### src/hdl/octave_value_noise_2d_core_macros.svh
// Assertion macros shared by the octave value noise core.
// Each macro expects signals named clk and rst_n in the including module.
`ifndef OCTAVE_VALUE_NOISE_2D_CORE_MACROS_SVH
`define OCTAVE_VALUE_NOISE_2D_CORE_MACROS_SVH

// Consequent must hold in the same cycle as the antecedent.
`define OVN_ASSERT_NOW(lbl, ante, cons, msg) \
  lbl: assert property (@(posedge clk) disable iff (!rst_n) (ante) |-> (cons)) \
    else $error(msg);

// Consequent must hold in the cycle after the antecedent.
`define OVN_ASSERT_NEXT(lbl, ante, cons, msg) \
  lbl: assert property (@(posedge clk) disable iff (!rst_n) (ante) |=> (cons)) \
    else $error(msg);

`endif

### src/hdl/ovn_pkg.sv
// Shared types and constants for the octave value noise core.
// No dependencies; the top level and the divider import this package.
package ovn_pkg;

  // Seed table geometry.
  localparam int SIDE_LOG2 = 8;
  localparam int COORD_W   = SIDE_LOG2;
  localparam int ADDR_W    = 2 * COORD_W;
  localparam int DEPTH     = 1 << ADDR_W;
  localparam int SEED_W    = 16;

  // Configuration registers.
  localparam int OCT_W  = 4;
  localparam int BIAS_W = 10;
  localparam logic [OCT_W-1:0]  OCT_RESET  = OCT_W'(1);
  localparam logic [BIAS_W-1:0] BIAS_RESET = BIAS_W'(512);
  localparam logic [OCT_W-1:0]  MAX_OCT    = OCT_W'(SIDE_LOG2 + 1);
  localparam logic [OCT_W-1:0]  SHIFT_TOP  = OCT_W'(SIDE_LOG2);

  // Datapath widths.
  localparam int VAL_W  = SEED_W + 1;
  localparam int MULA_W = VAL_W + 1;
  localparam int W_W    = 32;
  localparam int MULB_W = W_W + 1;
  localparam int PROD_W = MULA_W + MULB_W;
  localparam int WSUM_W = W_W + 4;
  localparam int SUM_W  = 52;
  localparam logic [W_W-1:0] W_ONE = W_W'(65536);

  // Shared divider.
  localparam int DIV_NUM_W = SUM_W;
  localparam int DIV_DEN_W = WSUM_W;
  localparam int DIV_CNT_W = 6;
  localparam int WNUM_W    = W_W + 8;
  localparam logic [DIV_CNT_W-1:0] WDIV_ITERS = DIV_CNT_W'(WNUM_W);
  localparam logic [DIV_CNT_W-1:0] FDIV_ITERS = DIV_CNT_W'(DIV_NUM_W);

  // Operation codes carried in tuser.
  localparam logic OP_WRITE = 1'b0;
  localparam logic OP_EVAL  = 1'b1;

  // Configuration register indexes.
  localparam logic REG_OCTAVE_COUNT = 1'b0;
  localparam logic REG_BIAS         = 1'b1;

  typedef enum logic [3:0] {
    ST_IDLE,
    ST_READ,
    ST_MUL_TOP,
    ST_MUL_BOT,
    ST_BOT,
    ST_MUL_VAL,
    ST_VAL,
    ST_MUL_W,
    ST_ACC,
    ST_WDIV,
    ST_WWAIT,
    ST_FDIV,
    ST_FWAIT,
    ST_PUSH
  } ovn_state_t;

  typedef struct packed {
    logic                 start;
    logic [DIV_CNT_W-1:0] iters;
  } div_cmd_t;

  typedef struct packed {
    logic busy;
    logic done;
  } div_stat_t;

endpackage

### src/hdl/ovn_div.sv
// Shared restoring divider, one quotient bit per cycle.
// Depends on ovn_pkg for widths and the command and status structs.
module ovn_div
  import ovn_pkg::*;
(
  input  logic                 clk,
  input  logic                 rst_n,
  input  div_cmd_t             cmd,
  input  logic [DIV_NUM_W-1:0] num,
  input  logic [DIV_DEN_W-1:0] den,
  output div_stat_t            stat,
  output logic [DIV_NUM_W-1:0] quot
);

  logic [DIV_NUM_W-1:0] numq_r, numq_nxt;
  logic [DIV_DEN_W-1:0] rem_r, rem_nxt;
  logic [DIV_DEN_W-1:0] den_r, den_nxt;
  logic [DIV_CNT_W-1:0] cnt_r, cnt_nxt;
  logic                 busy_r, busy_nxt;
  logic                 done_r, done_nxt;
  logic [DIV_DEN_W:0]   rem_sh;
  logic [DIV_DEN_W:0]   diff;
  logic                 ge;

  // One trial subtraction of the shifted remainder.
  always_comb begin
    rem_sh = {rem_r, numq_r[DIV_NUM_W-1]};
    diff   = rem_sh - {1'b0, den_r};
    ge     = rem_sh >= {1'b0, den_r};
  end

  // The numerator is loaded top aligned; quotient bits shift in from the bottom.
  always_comb begin
    numq_nxt = numq_r;
    rem_nxt  = rem_r;
    den_nxt  = den_r;
    cnt_nxt  = cnt_r;
    busy_nxt = busy_r;
    done_nxt = 1'b0;
    if (cmd.start) begin
      numq_nxt = num;
      rem_nxt  = '0;
      den_nxt  = den;
      cnt_nxt  = cmd.iters;
      busy_nxt = 1'b1;
    end else if (busy_r) begin
      numq_nxt = {numq_r[DIV_NUM_W-2:0], ge};
      rem_nxt  = ge ? diff[DIV_DEN_W-1:0] : rem_sh[DIV_DEN_W-1:0];
      cnt_nxt  = cnt_r - DIV_CNT_W'(1);
      if (cnt_r == DIV_CNT_W'(1)) begin
        busy_nxt = 1'b0;
        done_nxt = 1'b1;
      end
    end
  end

  always_ff @(posedge clk) begin
    if (!rst_n) begin
      busy_r <= 1'b0;
      done_r <= 1'b0;
    end else begin
      busy_r <= busy_nxt;
      done_r <= done_nxt;
    end
    numq_r <= numq_nxt;
    rem_r  <= rem_nxt;
    den_r  <= den_nxt;
    cnt_r  <= cnt_nxt;
  end

  assign stat.busy = busy_r;
  assign stat.done = done_r;
  assign quot      = numq_r;

endmodule
### config.mk
export PLATFORM = sky130hd
export DESIGN_NAME = ovn_div
export DESIGN_NICKNAME = d
export VERILOG_FILES = /design/src/hdl/octave_value_noise_2d_core_macros.svh /design/src/hdl/ovn_pkg.sv /design/src/hdl/ovn_div.sv
export SDC_FILE = /design/constraint.sdc
export NUM_CORES = 1
export LEC_CHECK = 0
export BUFFER_PORTS_ARGS = -buffer_cell sky130_fd_sc_hd__clkbuf_2
export CAP_MARGIN = 20
export CORE_UTILIZATION = 50
export CTS_CLUSTER_SIZE = 12
export DETAILED_ROUTE_END_ITERATION = 8
export HOLD_SLACK_MARGIN = 0.15
export PLACE_DENSITY = 0.84
export SLEW_MARGIN = 15
export SYNTH_ARGS = -nofsm -noshare
export SYNTH_HDL_FRONTEND = slang
export SYNTH_SLANG_ARGS = --single-unit
### constraint.sdc
create_clock -name clk -period 2.7 [get_ports clk]
set_input_delay 0.405 -clock clk [delete_from_list [all_inputs] [get_ports clk]]
set_output_delay 0.405 -clock clk [all_outputs]
set_load 0.1 [all_outputs]
# Word-level counts from Yosys, hierarchy flattened
# Cells that the tools add are included.
[word_totals]
reg_bits = 132
input_bits = 97
out_inout_bits = 54
word_cells = 23
[classes]
n_addsub = 2
order_cmp = 1
n_eq_ne = 1
mux = 9
n_bitwise = 2
n_reduce_logical = 2
[ops]
columns = ["operator", "count"]
rows = [
  ["$mux 52", 2],
  ["$ge 37x36->1", 1],
  ["$mux 36", 1],
  ["$sub 36x36->36", 1],
  ["$mux 6", 2],
  ["$eq 6x1->1 const B", 1],
  ["$sub 6x1->6 const B", 1],
  ["$mux 1", 4],
  ["$reduce_or 3->1", 1],
  ["$not 1->1", 2],
  ["$reduce_bool 2->1", 1],
]

# Depth between registers and ports, before layout
# Gate-level depths: netlist (run 1).
[depth]
depth_word = 4
ltp_mapped = 14
ltp_nobuf = 12

# Worst setup path before layout (run 1)
# Ideal clock, no wire load.
[synth_path]
path_kind = "flip-flop to flip-flop"
start = "register numq_r[51], in the netlist quot[51]"
end = "register rem_r[26]"
setup_ns = 0.063
t_arrival_ns = 3.155
slack_ns = -0.518
stages_incl_launch_ff = 13
path_buffers = 0
synth_period_minus_slack_ns = 3.218
path_cell_list = "edfxtp_1 inv_1 ha_1 fa_1 nand2b_1 a21oi_1 o21ai_1 o211ai_2 a41oi_2 o21ai_1 a21oi_1 or4_1 nand3_1"
[synth_via]
elab_chain_len = 2
elab_cells_between_ends = 3
[synth_lines]
columns = ["element", "line", "source"]
rows = [
  ["start, declared", "ovn_div.sv:15", "logic [DIV_NUM_W-1:0] numq_r, numq_nxt;"],
  ["start signal, assigned", "ovn_div.sv:65", "numq_r <= numq_nxt;"],
  ["$sub 36x36->36 / $ge 37x36->1 (equally long branches)", "ovn_div.sv:28, ovn_div.sv:29", ""],
  ["$mux 36 (*)", "ovn_div.sv:48", "rem_nxt = ge ? diff[DIV_DEN_W-1:0] : rem_sh[DIV_DEN_W-1:0];"],
  ["end signal, assigned", "ovn_div.sv:66", "rem_r <= rem_nxt;"],
  ["end, declared", "ovn_div.sv:16", "logic [DIV_DEN_W-1:0] rem_r, rem_nxt;"],
]
# Mark *: on every way between the ends. The rest lies on a longest branch, timed or not.
# A chain may end at the register's enable or synchronous reset.

# Worst setup path in the final report (run 1)
[layout_path]
start = "register den_r[3]"
end = "register rem_r[35]"
[layout_via]
elab_chain_len = 2
elab_cells_between_ends = 3
[layout_lines]
columns = ["element", "line", "source"]
rows = [
  ["start, declared", "ovn_div.sv:17", "logic [DIV_DEN_W-1:0] den_r, den_nxt;"],
  ["start signal, assigned", "ovn_div.sv:67", "den_r <= den_nxt;"],
  ["$sub 36x36->36 / $ge 37x36->1 (equally long branches)", "ovn_div.sv:28, ovn_div.sv:29", ""],
  ["$mux 36 (*)", "ovn_div.sv:48", ""],
]
# Marked as above.

==> results_dict.tcl, run 1 <==
set metrics [dict create \
    routed_wl_um 18100 \
    crit_required_ns 3.03 \
    path_max_fanout 5 \
    synth_xor_area_share_pct 3.99 \
    fin_crit_ns 2.64 \
    clockBufferDepth 2 \
    synth_cell_types 61 \
    synth_fp_nets 849 \
    worst_setup_path_end_kind "flop" \
    r2r-start "den_r[3]" \
    ys_warn_count 0 \
    antenna_found_initial 0 \
    hp-start "den[17]" \
    finalNetCount 1043 \
    critPathArrivalTime_ns 2.97 \
    antenna_left 0 \
    synth-edff-count 94 \
    synth-adder-area-share_pct 6.64 \
    initial_utilization_pct 51.3 \
    clockPowerShare_pct 35.1 \
    period_share_pct 97.7 \
    syn_inst 713 \
    p_comb_share_pct 29.6 \
    syn_area_per_cell_um2 10.5 \
    cts_made_buffers 17 \
    hold_path.class "input port to flop" \
    skew_ns 0.0112 \
    drt_pre_antenna_iters 7 \
    path_clk_slew_ns 0.06 \
    ir_drop_mv 0.559 \
    synthTopCellsByArea "edfxtp_1, dfxtp_1, mux2_2" \
    io_pins 151 \
    fillers 1095 \
    status "completed" \
    place_inst 1030 \
    worst_slack_ns 0.0630 \
    p_seq_share_pct 35.3 \
    synth_top_area_cell "edfxtp_1" \
    p_leak_uw 0.00421 \
    rows 44 \
    vias_per_cell 5.53 \
    path_class "flop to flop" \
    post-route-util_pct 68.3 \
    place_ws_ns 0.0214 \
    coreArea_um2 14500 \
    die_x_um 124 \
    grt_pass1_wl_um 27300 \
    htree_levels 4 \
    switching_share_pct 35.4 \
    avgRoutedWirePerCell_um 16.4 \
    synth_compound_gate_area_share_pct 15.7 \
    max_cap_violations 0 \
    ys.flop_type "edfxtp_1" \
    diodes 0 \
    tightest_slew_ns 0.689 \
    ys_async_sr_fraction_pct 0 \
    max_clock_freq_mhz 379 \
    synth_seq_cells 132 \
    grt_pass1_vias 5780 \
    worstSetupStartpointType "flop" \
    dieHeight_um 124 \
    cts_tree "yes" \
    track_usage_pct 23.3 \
    yosys-mux-area-fraction_pct 9.31 \
    cts_sinks 132 \
    synth-simple-area-share_pct 11.2 \
    dieArea_um2 15400 \
    synth_top_family_by_area "compound AO/OA/AOI/OAI gates" \
    p_int_uw 4620 \
    finalWeightedCongestion 0.946 \
    area_delta_synth_final_pct 33.1 \
    layout.cells.non_filler 1104 \
    drv_slew 0 \
    crit_start "den_r[3]" \
    port_buffers 150 \
    grt_max_degree 60 \
    cts-root-buf "clkbuf_16" \
    vias 6106 \
    ys_seq_area_share_pct 48.0 \
    relSlewSlack_pct 53.9 \
    grt-ovfl-total 0 \
    drc 0 \
    synth_top_area_share_pct 37.8 \
    netlist_area_um2 7460 \
    layout-drive-gt1-share_pct 35.8 \
    final_hold_viol_count 0 \
    dp_hpwl_um 12400 \
    switching_power_uw 2530 \
    drt_iter0_drc 409 \
    finalSetupViolCount 0 \
    finalPower_uw 7150 \
    clk_latency_ns 0.43 \
    power_density_nw_per_um2 721 \
]
[cells in the mapped netlist, types with 8 or more instances]
cell,instances
nand2b_1,9
nor3_1,11
xnor2_1,19
a21oi_1,54
mux2_2,51
a21o_1,13
buf_2,12
nor2_1,68
nand3_1,14
clkbuf_1,22
xor2_1,15
inv_1,49
nand2_1,45
o21ai_1,8
dfxtp_1,38
a211oi_1,27
ha_1,38
o21ai_0,29
nand4_1,15
mux2i_1,12
edfxtp_1,94
[cells by family (layout without fill, tap and decap cells)]
group,after synthesis,in the layout
AND/OR/NAND/NOR,179,179
AO/OA/AOI/OAI,176,176
flip-flops,132,132
buffers and inverters,90,297
multiplexers,63,63
adder cells (fa/ha/maj),39,39
XOR/XNOR,34,34
[final timing paths]
check	cells past startpoint	to	slack [ns]
setup / recovery	11	rem_r[35]	0.06
hold / removal	1	den_r[17]	0.17
setup reg to reg	11	rem_r[35]	0.06
hold reg to reg	2	rem_r[27]	0.47
[worst max-delay path, stage by stage (launching register included)]
cell and delay [ns]:
edfxtp_1 0.37, inv_1 0.10, ha_4 0.22, a21o_1 0.21, a21oi_4 0.20, a21oi_1 0.12
o21ai_0 0.41, a21oi_1 0.12, nor3_1 0.28, xnor2_1 0.17, mux2i_1 0.09, a211oi_1 0.25
[per-layer routing]
metal  GRT usage, %  vias up  share of wire [%]
li1               -     2992                  -
met1           28.6     2852                 42
met2           39.6      231                 49
met3           7.28       31                6.8
met4           6.18        0                1.9
met5              0        -                  0
[timing repair]
action,4_1_cts,5_1_grt
pin swaps,0,18
setup buffers,0,8
gates cloned,0,1
resized for setup,2,58
hold buffers,33,0
setup endpoints to repair,5,34
hold endpoints to repair,33,0
[power by group through the flow]
stage	clock, uW	sequential (uW)	combinational [uW]
CTS	2550	2510	1950
finish	2510	2520	2120
detailed placement	0	2550	1900
global route	2650	2550	2250
global placement	0	2540	1870
floorplan	0	3140	906
[per-stage QoR]
stage | cell area (um2) | setup TNS (ns) | hold WS [ns]
after global placement | 8520 | 0 | 0.461
after detailed placement | 8520 | 0 | 0.465
final | 9930 | 0 | 0.170
after CTS | 9510 | 0 | 0.158
after global routing | 9930 | -0.412 | 0.151
after floorplan | 7510 | -2.20 | 0.445
[layout make-up]
cell class,count,area (um2),area share (%)
clock buffer,17,425,4.29
clock inverter,15,211,2.13
inverter,49,184,1.85
multi-input combinational,491,3880,39.1
sequential,132,3580,36.1
tap,184,230,2.32
timing repair buffer,216,1410,14.2
[layout by cell type (no fill, tap or decap), types with 6 or more instances in the layout]
cell type	netlist	layout
a211oi_1	27	26
a21o_1	13	13
a21oi_1	54	48
buf_4	4	27
clkbuf_16	0	18
clkbuf_2	0	149
dfxtp_1	38	37
dlygate4sd3_1	0	33
edfxtp_1	94	94
ha_1	38	17
ha_4	0	17
inv_1	49	46
inv_8	0	7
mux2_2	51	51
mux2i_1	12	12
nand2_1	45	45
nand2b_1	9	7
nand3_1	14	13
nand4_1	15	15
nor2_1	68	67
nor3_1	11	11
o21ai_0	29	26
o21ai_1	8	10
o21bai_1	6	6
xnor2_1	19	19
xor2_1	15	15
[state kept, by name, summed over array words and instances, names as in the netlist]
| signal | count |
|---|---|
| den_r | 36 |
| done_r | 1 |
| busy_r | 1 |
| quot | 52 |
| rem_r | 36 |
| cnt_r | 6 |
Power figures use the tool's default switching activity.
==> inputs of run 2 (changes only) <==
--- a/config.mk
+++ b/config.mk
@@ -12,7 +12,7 @@
 export DETAILED_ROUTE_END_ITERATION = 8
 export HOLD_SLACK_MARGIN = 0.15
 export PLACE_DENSITY = 0.84
-export SLEW_MARGIN = 15
+export SLEW_MARGIN = 20
 export SYNTH_ARGS = -nofsm -noshare
 export SYNTH_HDL_FRONTEND = slang
 export SYNTH_SLANG_ARGS = --single-unit
==> constraint.sdc (replaced) <==
create_clock -name clk -period 2.7 [get_ports clk]
set_input_delay 0.27 -clock clk [delete_from_list [all_inputs] [get_ports clk]]
set_output_delay 0.27 -clock clk [all_outputs]
set_load 0.1 [all_outputs]
==> run 2 against run 1 <==
Compared with the run above:
- largest cell class unchanged
- worst hold slack lost 0.011 ns
- largest power group unchanged
- critical endpoint is now rem_r[34]
- register-to-register slack gained 0.02 ns
- sequential share of layout area grew 0.091 points
==> results_dict.tcl, run 2 (synthesis gave the netlist of run 1 again) <==
set metrics [dict create \
    status "completed" \
    relSlewSlack_pct 62.8 \
    finalSetupViolCount 0 \
    cts_sinks 132 \
    cts_tree "yes" \
    layout-drive-gt1-share_pct 32.0 \
    hold_slack_ns 0.158 \
    path_class "flop to flop" \
    cp_top_family "compound AO/OA/AOI/OAI gates" \
    diodes 0 \
    final_cell_mix "clkbuf_2, edfxtp_1, nor2_1, dlygate4sd3_1" \
    dp_hpwl_um 13000 \
    clockBufferDepth 2 \
    rows 44 \
    vias_per_cell 5.52 \
    clk_latency_ns 0.42 \
    antenna_found_initial 0 \
    path_clk_slew_ns 0.06 \
    path_buf_inv 2 \
    max_clock_freq_mhz 382 \
    initial_utilization_pct 51.3 \
    vias 6267 \
    path_max_fanout 9 \
    dieHeight_um 124 \
    port_buffers 150 \
    fin_crit_ns 2.62 \
    final_hold_viol_count 0 \
    area_delta_synth_final_pct 32.7 \
    p_comb_share_pct 30.0 \
    max_stage_delay_ns 0.35 \
    p_int_uw 4430 \
    io_pins 151 \
    finalPower_uw 6820 \
    path_cells "inv_1, ha_1, a21o_1, a31oi_1, o2bb2ai_1, nor3_2, a21oi_4, o21ai_4, buf_4, a41oi_1, a22oi_1, a211oi_1" \
    period_share_pct 96.9 \
    max_cap_violations 0 \
    worstSetupStartpointType "flop" \
    dieArea_um2 15400 \
    ir_drop_mv 0.522 \
    antenna_left 0 \
    switching_power_uw 2390 \
    routed_wl_um 18800 \
    grt_max_degree 48 \
    drt_pre_antenna_iters 6 \
    drt_iter0_drc 371 \
    rsz0062_at_grt "true" \
    htree_levels 4 \
    finalWeightedCongestion 0.930 \
    coreArea_um2 14500 \
    tightest_slew_ns 0.561 \
    power_density_nw_per_um2 689 \
    switching_share_pct 35.1 \
    grt_pass1_wl_um 30000 \
    grt_pass1_vias 6345 \
    hold_path.class "input port to flop" \
    layout_commonest_cell "clkbuf_2" \
    cpMaxStageDelayCell "edfxtp_1" \
    track_usage_pct 25.5 \
    fillers 1133 \
    critPathArrivalTime_ns 2.91 \
    finalNetCount 1074 \
    cts-root-buf "clkbuf_16" \
    fin_area_um2 9900 \
    worst_setup_path_end_kind "flop" \
    skew_ns 0.0140 \
    crit_required_ns 2.99 \
    drc 0 \
    cts_made_buffers 17 \
    drv_slew 0 \
    dpl-instance-area_um2 8530 \
    largest_reg_flops 52 \
    p_seq_share_pct 36.9 \
    clockPowerShare_pct 33.1 \
    grt-ovfl-total 0 \
    die_x_um 124 \
    p_leak_uw 0.00427 \
    avgRoutedWirePerCell_um 16.5 \
]
## run 2: cell types whose count changed in the layout (fill, tap and decap cells not counted), sizes merged
cell	previous run	this run
buf	33	31
bufinv	3	2
clkbuf	167	169
clkinv	2	5
clkinvlp	1	3
dlygate4sd3	33	67
inv	58	51
## run 2: timing repair
item | in CTS | in global routing
resized for setup | 0 | 22
hold buffers | 66 | 1
endpoints found under the setup margin | 0 | 35
buffers inserted | 0 | 3
endpoints found under the hold margin | 67 | 1
## run 2: worst reg2reg max path: cells and delay by family (launching register included)
family | cells | cell delay (ns)
adders and majority gates | 1 | 0.29
DFF | 1 | 0.35
buffers and inverters | 2 | 0.29
and+or+nand+nor | 1 | 0.24
AOI/OAI and AO/OA | 8 | 1.31
## run 2: final cells by class
type                            count  area (um2)  share of cell area (%)
Tap cell                          184         230                    2.32
Inverter                           49         184                    1.86
Clock inverter                     12         133                    1.34
Timing Repair Buffer              247        1690                    17.1
Sequential cell                   132        3580                    36.2
Multi-Input combinational cell    491        3640                    36.8
Clock buffer                       20         437                    4.41
## run 2: worst paths after layout
| path | startpoint | endpoint | slack, ns | cells past startpoint |
|---|---|---|---|---|
| min reg2reg | rem_r[25] | rem_r[25] | 0.48 | 2 |
| max reg2reg | den_r[16] | rem_r[34] | 0.08 | 12 |
| min | num[41] | quot[41] | 0.16 | 2 |
| max | den_r[16] | rem_r[34] | 0.08 | 12 |
## run 2: power by group through the flow
stage          registers (uW)  logic, uW  clock network [uW]
3_5_place_dp             2550       1900                   0
6_report                 2520       2050                2260
3_3_place_gp             2540       1880                   0
2_1_floorplan            3140        906                   0
5_1_grt                  2540       2180                2380
4_1_cts                  2510       1980                2280
## run 2: routing by layer
metal  up-vias  routed length [um]  GRT usage (%)
li1       3054                   -              -
met1      2979                7890           30.1
met2       209                9360           44.8
met3        25                1150           6.68
met4         0                 372           8.41
met5         -                   0              0
## run 2: through the flow
stage / utilization [%] / instances / setup TNS [ns] / worst slack, ns
finish: 68.1 / 1135 / 0 / 0.0835
global route: 68.1 / 1135 / -0.217 / -0.0671
CTS: 67.2 / 1131 / 0 / 0.0687
detailed placement: 58.7 / 1033 / 0 / 0.0903
global placement: 58.7 / 1033 / 0 / 0.178
floorplan: - / 713 / -2.20 / -0.358
